$ cat src/design/psn_pkg.sv
package psn_pkg;

    localparam int SQRT_STEPS = 32;
    localparam int DIV_BITS   = 45;
    localparam logic signed [15:0] ONE_Q14 = 16'sd16384;

    typedef enum logic [4:0] {
        OP_NOP,
        OP_ACC,
        OP_FEW,
        OP_DMUL,
        OP_DSUB,
        OP_MBUILD,
        OP_MMAX,
        OP_SHSTEP,
        OP_MRND,
        OP_WMAC,
        OP_WSHLD,
        OP_WRND,
        OP_SQ,
        OP_SQRT,
        OP_DIVLD,
        OP_DIVSTEP,
        OP_DIVST,
        OP_OUT
    } op_t;

    typedef struct packed {
        op_t        op;
        logic [2:0] idx;
        logic [1:0] col;
        logic [5:0] step;
    } cmd_t;

    typedef struct packed {
        logic cnt_ge3;
        logic w_zero;
        logic sh_done;
    } stat_t;

    // product k of the symmetric set xx, xy, xz, yy, yz, zz
    function automatic logic [1:0] pair_i(input logic [2:0] k);
        logic [1:0] r;
        case (k)
            3'd0, 3'd1, 3'd2: r = 2'd0;
            3'd3, 3'd4:       r = 2'd1;
            default:          r = 2'd2;
        endcase
        return r;
    endfunction

    function automatic logic [1:0] pair_j(input logic [2:0] k);
        logic [1:0] r;
        case (k)
            3'd0:       r = 2'd0;
            3'd1, 3'd3: r = 2'd1;
            default:    r = 2'd2;
        endcase
        return r;
    endfunction

    function automatic logic [2:0] midx(input logic [1:0] i, input logic [1:0] j);
        logic [3:0] c;
        logic [2:0] r;
        c = {i, j};
        case (c)
            4'b0000:         r = 3'd0;
            4'b0001, 4'b0100: r = 3'd1;
            4'b0010, 4'b1000: r = 3'd2;
            4'b0101:         r = 3'd3;
            4'b0110, 4'b1001: r = 3'd4;
            default:         r = 3'd5;
        endcase
        return r;
    endfunction

endpackage

$ cat src/design/psn_ctrl.sv
module psn_ctrl
    import psn_pkg::*;
#(
    parameter int POWER_STEPS = 5
) (
    input  logic  clk,
    input  logic  rst_n,
    input  logic  start,
    input  logic  final_point,
    input  stat_t stat,
    output cmd_t  cmd,
    output logic  busy
);

    localparam int IT_W = $clog2(POWER_STEPS + 1);

    typedef enum logic [18:0] {
        S_IDLE    = 19'd1 << 0,
        S_CHECK   = 19'd1 << 1,
        S_DMUL    = 19'd1 << 2,
        S_DSUB    = 19'd1 << 3,
        S_MBUILD  = 19'd1 << 4,
        S_MMAX    = 19'd1 << 5,
        S_MSH     = 19'd1 << 6,
        S_MRND    = 19'd1 << 7,
        S_WMAC    = 19'd1 << 8,
        S_WCHK    = 19'd1 << 9,
        S_WSH     = 19'd1 << 10,
        S_WRND    = 19'd1 << 11,
        S_SQ      = 19'd1 << 12,
        S_SQRT    = 19'd1 << 13,
        S_DIVLD   = 19'd1 << 14,
        S_DIVSTEP = 19'd1 << 15,
        S_DIVST   = 19'd1 << 16,
        S_NEXT    = 19'd1 << 17,
        S_OUT     = 19'd1 << 18
    } state_t;

    state_t            state_reg, state_next;
    logic [2:0]        idx_reg, idx_next;
    logic [1:0]        col_reg, col_next;
    logic [5:0]        step_reg, step_next;
    logic [IT_W-1:0]   it_reg, it_next;

    assign busy = (state_reg != S_IDLE);

    always_comb
    begin
        state_next = state_reg;
        idx_next   = idx_reg;
        col_next   = col_reg;
        step_next  = step_reg;
        it_next    = it_reg;
        cmd.op     = OP_NOP;
        cmd.idx    = idx_reg;
        cmd.col    = col_reg;
        cmd.step   = step_reg;
        case (state_reg)
            S_IDLE:
            begin
                if (start)
                begin
                    cmd.op = OP_ACC;
                    if (final_point)
                        state_next = S_CHECK;
                end
            end
            S_CHECK:
            begin
                idx_next = 3'd0;
                if (!stat.cnt_ge3)
                begin
                    cmd.op     = OP_FEW;
                    state_next = S_IDLE;
                end
                else
                    state_next = S_DMUL;
            end
            S_DMUL:
            begin
                cmd.op     = OP_DMUL;
                state_next = S_DSUB;
            end
            S_DSUB:
            begin
                cmd.op = OP_DSUB;
                if (idx_reg == 3'd5)
                    state_next = S_MBUILD;
                else
                begin
                    idx_next   = idx_reg + 3'd1;
                    state_next = S_DMUL;
                end
            end
            S_MBUILD:
            begin
                cmd.op     = OP_MBUILD;
                idx_next   = 3'd0;
                it_next    = '0;
                state_next = S_MMAX;
            end
            S_MMAX:
            begin
                cmd.op = OP_MMAX;
                if (idx_reg == 3'd5)
                    state_next = S_MSH;
                else
                    idx_next = idx_reg + 3'd1;
            end
            S_MSH:
            begin
                idx_next = 3'd0;
                if (stat.sh_done)
                    state_next = S_MRND;
                else
                    cmd.op = OP_SHSTEP;
            end
            S_MRND:
            begin
                cmd.op = OP_MRND;
                if (idx_reg == 3'd5)
                begin
                    idx_next   = 3'd0;
                    col_next   = 2'd0;
                    state_next = S_WMAC;
                end
                else
                    idx_next = idx_reg + 3'd1;
            end
            S_WMAC:
            begin
                cmd.op = OP_WMAC;
                if (col_reg == 2'd2)
                begin
                    col_next = 2'd0;
                    if (idx_reg == 3'd2)
                        state_next = S_WCHK;
                    else
                        idx_next = idx_reg + 3'd1;
                end
                else
                    col_next = col_reg + 2'd1;
            end
            S_WCHK:
            begin
                idx_next = 3'd0;
                if (stat.w_zero)
                    state_next = S_NEXT;
                else
                begin
                    cmd.op     = OP_WSHLD;
                    state_next = S_WSH;
                end
            end
            S_WSH:
            begin
                idx_next = 3'd0;
                if (stat.sh_done)
                    state_next = S_WRND;
                else
                    cmd.op = OP_SHSTEP;
            end
            S_WRND:
            begin
                cmd.op = OP_WRND;
                if (idx_reg == 3'd2)
                begin
                    idx_next   = 3'd0;
                    state_next = S_SQ;
                end
                else
                    idx_next = idx_reg + 3'd1;
            end
            S_SQ:
            begin
                cmd.op    = OP_SQ;
                step_next = 6'd0;
                if (idx_reg == 3'd2)
                    state_next = S_SQRT;
                else
                    idx_next = idx_reg + 3'd1;
            end
            S_SQRT:
            begin
                cmd.op = OP_SQRT;
                if (step_reg == 6'(SQRT_STEPS - 1))
                begin
                    idx_next   = 3'd0;
                    state_next = S_DIVLD;
                end
                else
                    step_next = step_reg + 6'd1;
            end
            S_DIVLD:
            begin
                cmd.op     = OP_DIVLD;
                step_next  = 6'd0;
                state_next = S_DIVSTEP;
            end
            S_DIVSTEP:
            begin
                cmd.op = OP_DIVSTEP;
                if (step_reg == 6'(DIV_BITS - 1))
                    state_next = S_DIVST;
                else
                    step_next = step_reg + 6'd1;
            end
            S_DIVST:
            begin
                cmd.op = OP_DIVST;
                if (idx_reg == 3'd2)
                    state_next = S_NEXT;
                else
                begin
                    idx_next   = idx_reg + 3'd1;
                    state_next = S_DIVLD;
                end
            end
            S_NEXT:
            begin
                idx_next = 3'd0;
                col_next = 2'd0;
                if (it_reg == IT_W'(POWER_STEPS - 1))
                    state_next = S_OUT;
                else
                begin
                    it_next    = it_reg + IT_W'(1);
                    state_next = S_WMAC;
                end
            end
            S_OUT:
            begin
                cmd.op     = OP_OUT;
                state_next = S_IDLE;
            end
            default:
                state_next = S_IDLE;
        endcase
    end

    always_ff @(posedge clk or negedge rst_n)
    begin
        if (!rst_n)
        begin
            state_reg <= S_IDLE;
            idx_reg   <= '0;
            col_reg   <= '0;
            step_reg  <= '0;
            it_reg    <= '0;
        end
        else
        begin
            state_reg <= state_next;
            idx_reg   <= idx_next;
            col_reg   <= col_next;
            step_reg  <= step_next;
            it_reg    <= it_next;
        end
    end

endmodule

$ cat config.mk
export PLATFORM = sky130hd
export DESIGN_NAME = psn_ctrl
export DESIGN_NICKNAME = d
export VERILOG_FILES = /design/src/design/psn_pkg.sv /design/src/design/psn_ctrl.sv
export SDC_FILE = /design/constraint.sdc
export NUM_CORES = 1
export LEC_CHECK = 0
export BUFFER_PORTS_ARGS = -buffer_cell sky130_fd_sc_hd__buf_4
export CAP_MARGIN = 20
export CORE_MARGIN = 3
export CORE_UTILIZATION = 41
export CTS_CLUSTER_DIAMETER = 100
export DETAILED_ROUTE_END_ITERATION = 8
export PLACE_DENSITY_LB_ADDON = 0.25
export SETUP_SLACK_MARGIN = 0.05
export SYNTH_ARGS = -nofsm -noshare
export SYNTH_HDL_FRONTEND = slang
export SYNTH_SLANG_ARGS = --single-unit
$ cat constraint.sdc
create_clock -name clk -period 2.26 [get_ports clk]
set_clock_uncertainty 0.05 [all_clocks]
set_input_delay 0.113 -clock clk [delete_from_list [all_inputs] [get_ports clk]]
set_output_delay 0.113 -clock clk [all_outputs]
set_load 0.1 [all_outputs]
# [After elaboration in Yosys (flattened, before gate mapping)]
# Cells that the tools add are included.
[op_classes] n_addsub=4 eq_ne=42 n_mux=38 n_reduce_logical=14
[op_table] operator="19-bit one-hot mux with 18 select lines" n=1
[op_table] operator="19-bit 2-to-1 mux" n=13
[op_table] operator="5-bit one-hot mux with 17 select lines" n=1
[op_table] operator="18-bit 2-to-1 mux" n=2
[op_table] operator="2-bit inequality test (second input constant)" n=16
[op_table] operator="3-bit 2-to-1 mux" n=9
[op_table] operator="3-bit one-hot mux with 7 select lines" n=1
[op_table] operator="19-bit by 1-bit == test with 1-bit output (second input constant)" n=1
[op_table] operator="19-bit by 10-bit == test with 1-bit output (second input constant)" n=1
[op_table] operator="19-bit by 11-bit == test with 1-bit output (second input constant)" n=1
[op_table] operator="19-bit by 12-bit == test with 1-bit output (second input constant)" n=1
[op_table] operator="19-bit by 13-bit == test with 1-bit output (second input constant)" n=1
[op_table] operator="19-bit by 14-bit == test with 1-bit output (second input constant)" n=1
[op_table] operator="19-bit by 15-bit == test with 1-bit output (second input constant)" n=1
[op_table] operator="19-bit by 16-bit == test with 1-bit output (second input constant)" n=1
[op_table] operator="19-bit by 17-bit == test with 1-bit output (second input constant)" n=1
[op_table] operator="19-bit by 18-bit == test with 1-bit output (second input constant)" n=1
[op_table] operator="19-bit == test (second input constant)" n=1
[op_table] operator="19-bit by 2-bit == test with 1-bit output (second input constant)" n=1
[op_table] operator="19-bit by 3-bit == test with 1-bit output (second input constant)" n=1
[op_table] operator="19-bit by 4-bit == test with 1-bit output (second input constant)" n=1
[op_table] operator="19-bit by 5-bit == test with 1-bit output (second input constant)" n=1
[op_table] operator="19-bit by 6-bit == test with 1-bit output (second input constant)" n=1
[op_table] operator="19-bit by 7-bit == test with 1-bit output (second input constant)" n=1
[op_table] operator="28 further kinds" n=38
[word_totals] register_bits=33 in_bits=7 out_inout_bits=17 elab_cells=103

# [Longest topological paths before layout]
[depth] ltp_word=4 ltp_mapped=11

# [Worst setup path after synthesis]
# OpenSTA, ideal clock, no wires.
[synth_timing] kind="register to output" startpoint="register state_reg[12]" endpoint="output cmd[11] in the netlist's numbering" arrival_time_ps=3940 required_time_ps=2097 path_slack_ps=-1843 path_stages_with_launch=6 cell_sequence="dfrtp_1 -> buf_2 -> nor4_2 -> and4_1 -> nand3_1 -> o2111ai_1"
[synth_lines] element="from (decl)" line="psn_ctrl.sv:39" source="state_t state_reg, state_next;"
[synth_lines] element="from (signal assigned)" line="psn_ctrl.sv:253" source="state_reg <= state_next;"
[synth_lines] element="to (decl)" line="psn_ctrl.sv:11" source="output cmd_t cmd,"

==> results.sh <==
export IMPL_clock_fmax_mhz=353
export IMPL_period_needed_ns=2.84
export IMPL_syn_area_mm2=0.00228
export IMPL_hold_violations=0
export IMPL_grt_pass1_wl_um=14600
export IMPL_die_area_mm2=0.00648
export IMPL_criticalPathCategory="register to primary output"
export IMPL_setup_ws_ns=-0.575
export IMPL_synth_area_leaders="dfrtp_1, nand2_1, nand3_1"
export IMPL_async_reset_ff_frac=1.00
export IMPL_coreArea_mm2=0.00524
export IMPL_synth_top_cell_area_share=0.352
export IMPL_arrival_ns=2.67
export IMPL_netlist_instances=266
export IMPL_clk_pin_slew_ns=0.09
export IMPL_crit_fanout=3
export IMPL_hp_class="input port to register"
export IMPL_postPlaceCellArea_mm2=0.00332
export IMPL_cts_max_path_buffers=2
export IMPL_layout_drive_gt1_share=0.618
export IMPL_tightest_slew_ns=0.723
export IMPL_max_vdd_ir_drop_v=0.000724
export IMPL_ant_nets=0
export IMPL_die_h_um=80.5
export IMPL_layout_common_cells="buf_4, buf_6, nand2_1, dfrtp_1, nor2_1"
export IMPL_fin_crit_sh=1.25
export IMPL_layout_commonest_cell="buf_4"
export IMPL_synth_main_ff_cell="dfrtp_1"
export IMPL_cts_tree="built"
export IMPL_routabilityCongestion=0.937
export IMPL_io_buffers=23
export IMPL_drt_iter0_drc=377
export IMPL_worstPathRequired_ns=2.10
export IMPL_initial_core_util=0.435
export IMPL_grt_pass1_vias=2834
export IMPL_synth_distinct_cells=52
export IMPL_die_width_um=80.5
export IMPL_finalSetupViolations=31
export IMPL_fill_cells=268
export IMPL_post_dp_hpwl_um=5840
export IMPL_syn_avg_cell_area_um2=8.56
export IMPL_ff2ff_setup_slack_ns=-0.53
export IMPL_finalNetCount=435
export IMPL_drc_errors=0
export IMPL_cp_end_kind="primary output"
export IMPL_yosys_area_top_type="dfrtp_1"
export IMPL_p_leak_nw=2.10
export IMPL_stdcell_area_mm2=0.00427
export IMPL_synth_edf_count=0
export IMPL_grt_max_degree=34
export IMPL_wirelength_um=11700
export IMPL_io_pins=24
export IMPL_crit_path_start_kind="register"
export IMPL_n_antenna_cell=0
export IMPL_yosysSeqAreaShare=0.363
export IMPL_routedWlPerCell_um=23.8
export IMPL_slew_violations=0
export IMPL_status="finished with violations"
export IMPL_cts_inserted_buffers=5
export IMPL_dr_pass1_iters=5
export IMPL_cap_violations=0
export IMPL_power_density_mw_per_mm2=697
export IMPL_fin_util=0.815
export IMPL_row_count=26
export IMPL_vias_per_cell=6.41
export IMPL_violations="setup timing"
export IMPL_grt_overflow=0
export IMPL_max_slew_margin_rel=0.511
export IMPL_dp_slack_ns=-0.309
export IMPL_synth_nets=280
export IMPL_synthToLayoutAreaGrowth_pct=87.6
export IMPL_htree_levels=2
export IMPL_clk_latency_ns=0.31
export IMPL_holdWs_ns=0.0695
export IMPL_ys_warn_count=0
export IMPL_cts_root_buf="clkbuf_8"
export IMPL_vias=3152
export IMPL_largest_reg_flops=19
export IMPL_clock_sinks=33
export IMPL_grt_total_usage=0.302
export IMPL_rsz0062_at_grt="yes"
export IMPL_antenna_found_initial=0
export IMPL_synth_seq_cells=33
export IMPL_finalPower_mw=2.98
-- final timing paths --
| check | startpoint | cells past startpoint | end |
|---|---|---|---|
| max | state_reg[13] | 8 | cmd[13] |
| min reg2reg | it_reg[0] | 1 | it_reg[0] |
| min | stat[1] | 3 | state_reg[17] |
| min in group asynchronous | rst_n | 2 | idx_reg[2] |
| max reg2reg | state_reg[13] | 8 | idx_reg[2] |
| max in group asynchronous | rst_n | 2 | step_reg[0] |
-- through the flow --
step | setup TNS, ns | cells
3_5_place_dp | -4.86 | 449
4_1_cts | -4.90 | 472
5_1_grt | -11.35 | 492
6_report | -9.87 | 492
2_1_floorplan | -2.82 | 266
3_3_place_gp | -3.29 | 449
-- area by class of cell --
type	count	area, µm²	share of cell area
clock buffers	6	72.6	0.0170
clock inverters	2	10.0	0.00234
inverters	12	45.0	0.0105
multi-input cells	212	1840	0.430
flip-flops and latches	33	847	0.198
well taps	70	87.6	0.0205
repair buffers	157	1370	0.321
-- power breakdown --
part	total (mW)	switching, mW	leakage, nW	internal (mW)
logic	1.80	1.02	1.62	0.781
registers	0.694	0.0514	0.432	0.642
clock network	0.484	0.269	0.0450	0.214
-- routing by layer --
metal,GRT usage,vias to the layer above,part of all wire
li1,-,1283,-
met1,0.363,1518,0.35
met2,0.513,260,0.47
met3,0.0460,91,0.094
met4,0.164,0,0.078
met5,0,-,0
-- cell families (layout without fill, tap and decap cells) --
logic type                 Yosys count  after routing  share of synthesized area
xor gates and xnor gates             9              9                     0.0346
adders and majority gates            7              7                     0.0385
muxes                                2              2                    0.00880
DFF                                 33             33                      0.363
AOI/OAI and AO/OA                   42             42                      0.120
buffers and inverters               21            177                     0.0462
and+or+nand+nor                    152            152                      0.388
-- cells in the mapped netlist (6+ instances only) --
| library cell | n |
|---|---|
| ha_1 | 7 |
| nand2_1 | 33 |
| xnor2_1 | 7 |
| nor2b_1 | 7 |
| inv_1 | 12 |
| nor4_1 | 7 |
| a21oi_1 | 11 |
| dfrtp_1 | 32 |
| or3_1 | 7 |
| nor3_1 | 10 |
| nand4_1 | 6 |
| nand3_1 | 20 |
| o21ai_0 | 8 |
| nor2_1 | 26 |
| buf_2 | 6 |
-- worst max-delay path: stages, from the launching register on --
cell	delay [ns]
dfrtp_2	0.46
or4_4	0.58
buf_4	0.17
nor3_2	0.19
nand3_1	0.15
nor2_2	0.30
buf_4	0.17
nand3b_1	0.15
buf_12	0.19
-- what timing repair did --
item / 4_1_cts / 5_1_grt
endpoints found under the setup margin: 30 / 34
hold endpoints to repair: 32 / 0
hold buffers: 1 / 0
pin swaps: 23 / 39
setup buffers: 16 / 23
resized for setup: 67 / 69
cloned: 0 / 1
(Power assumes the default switching activity.)
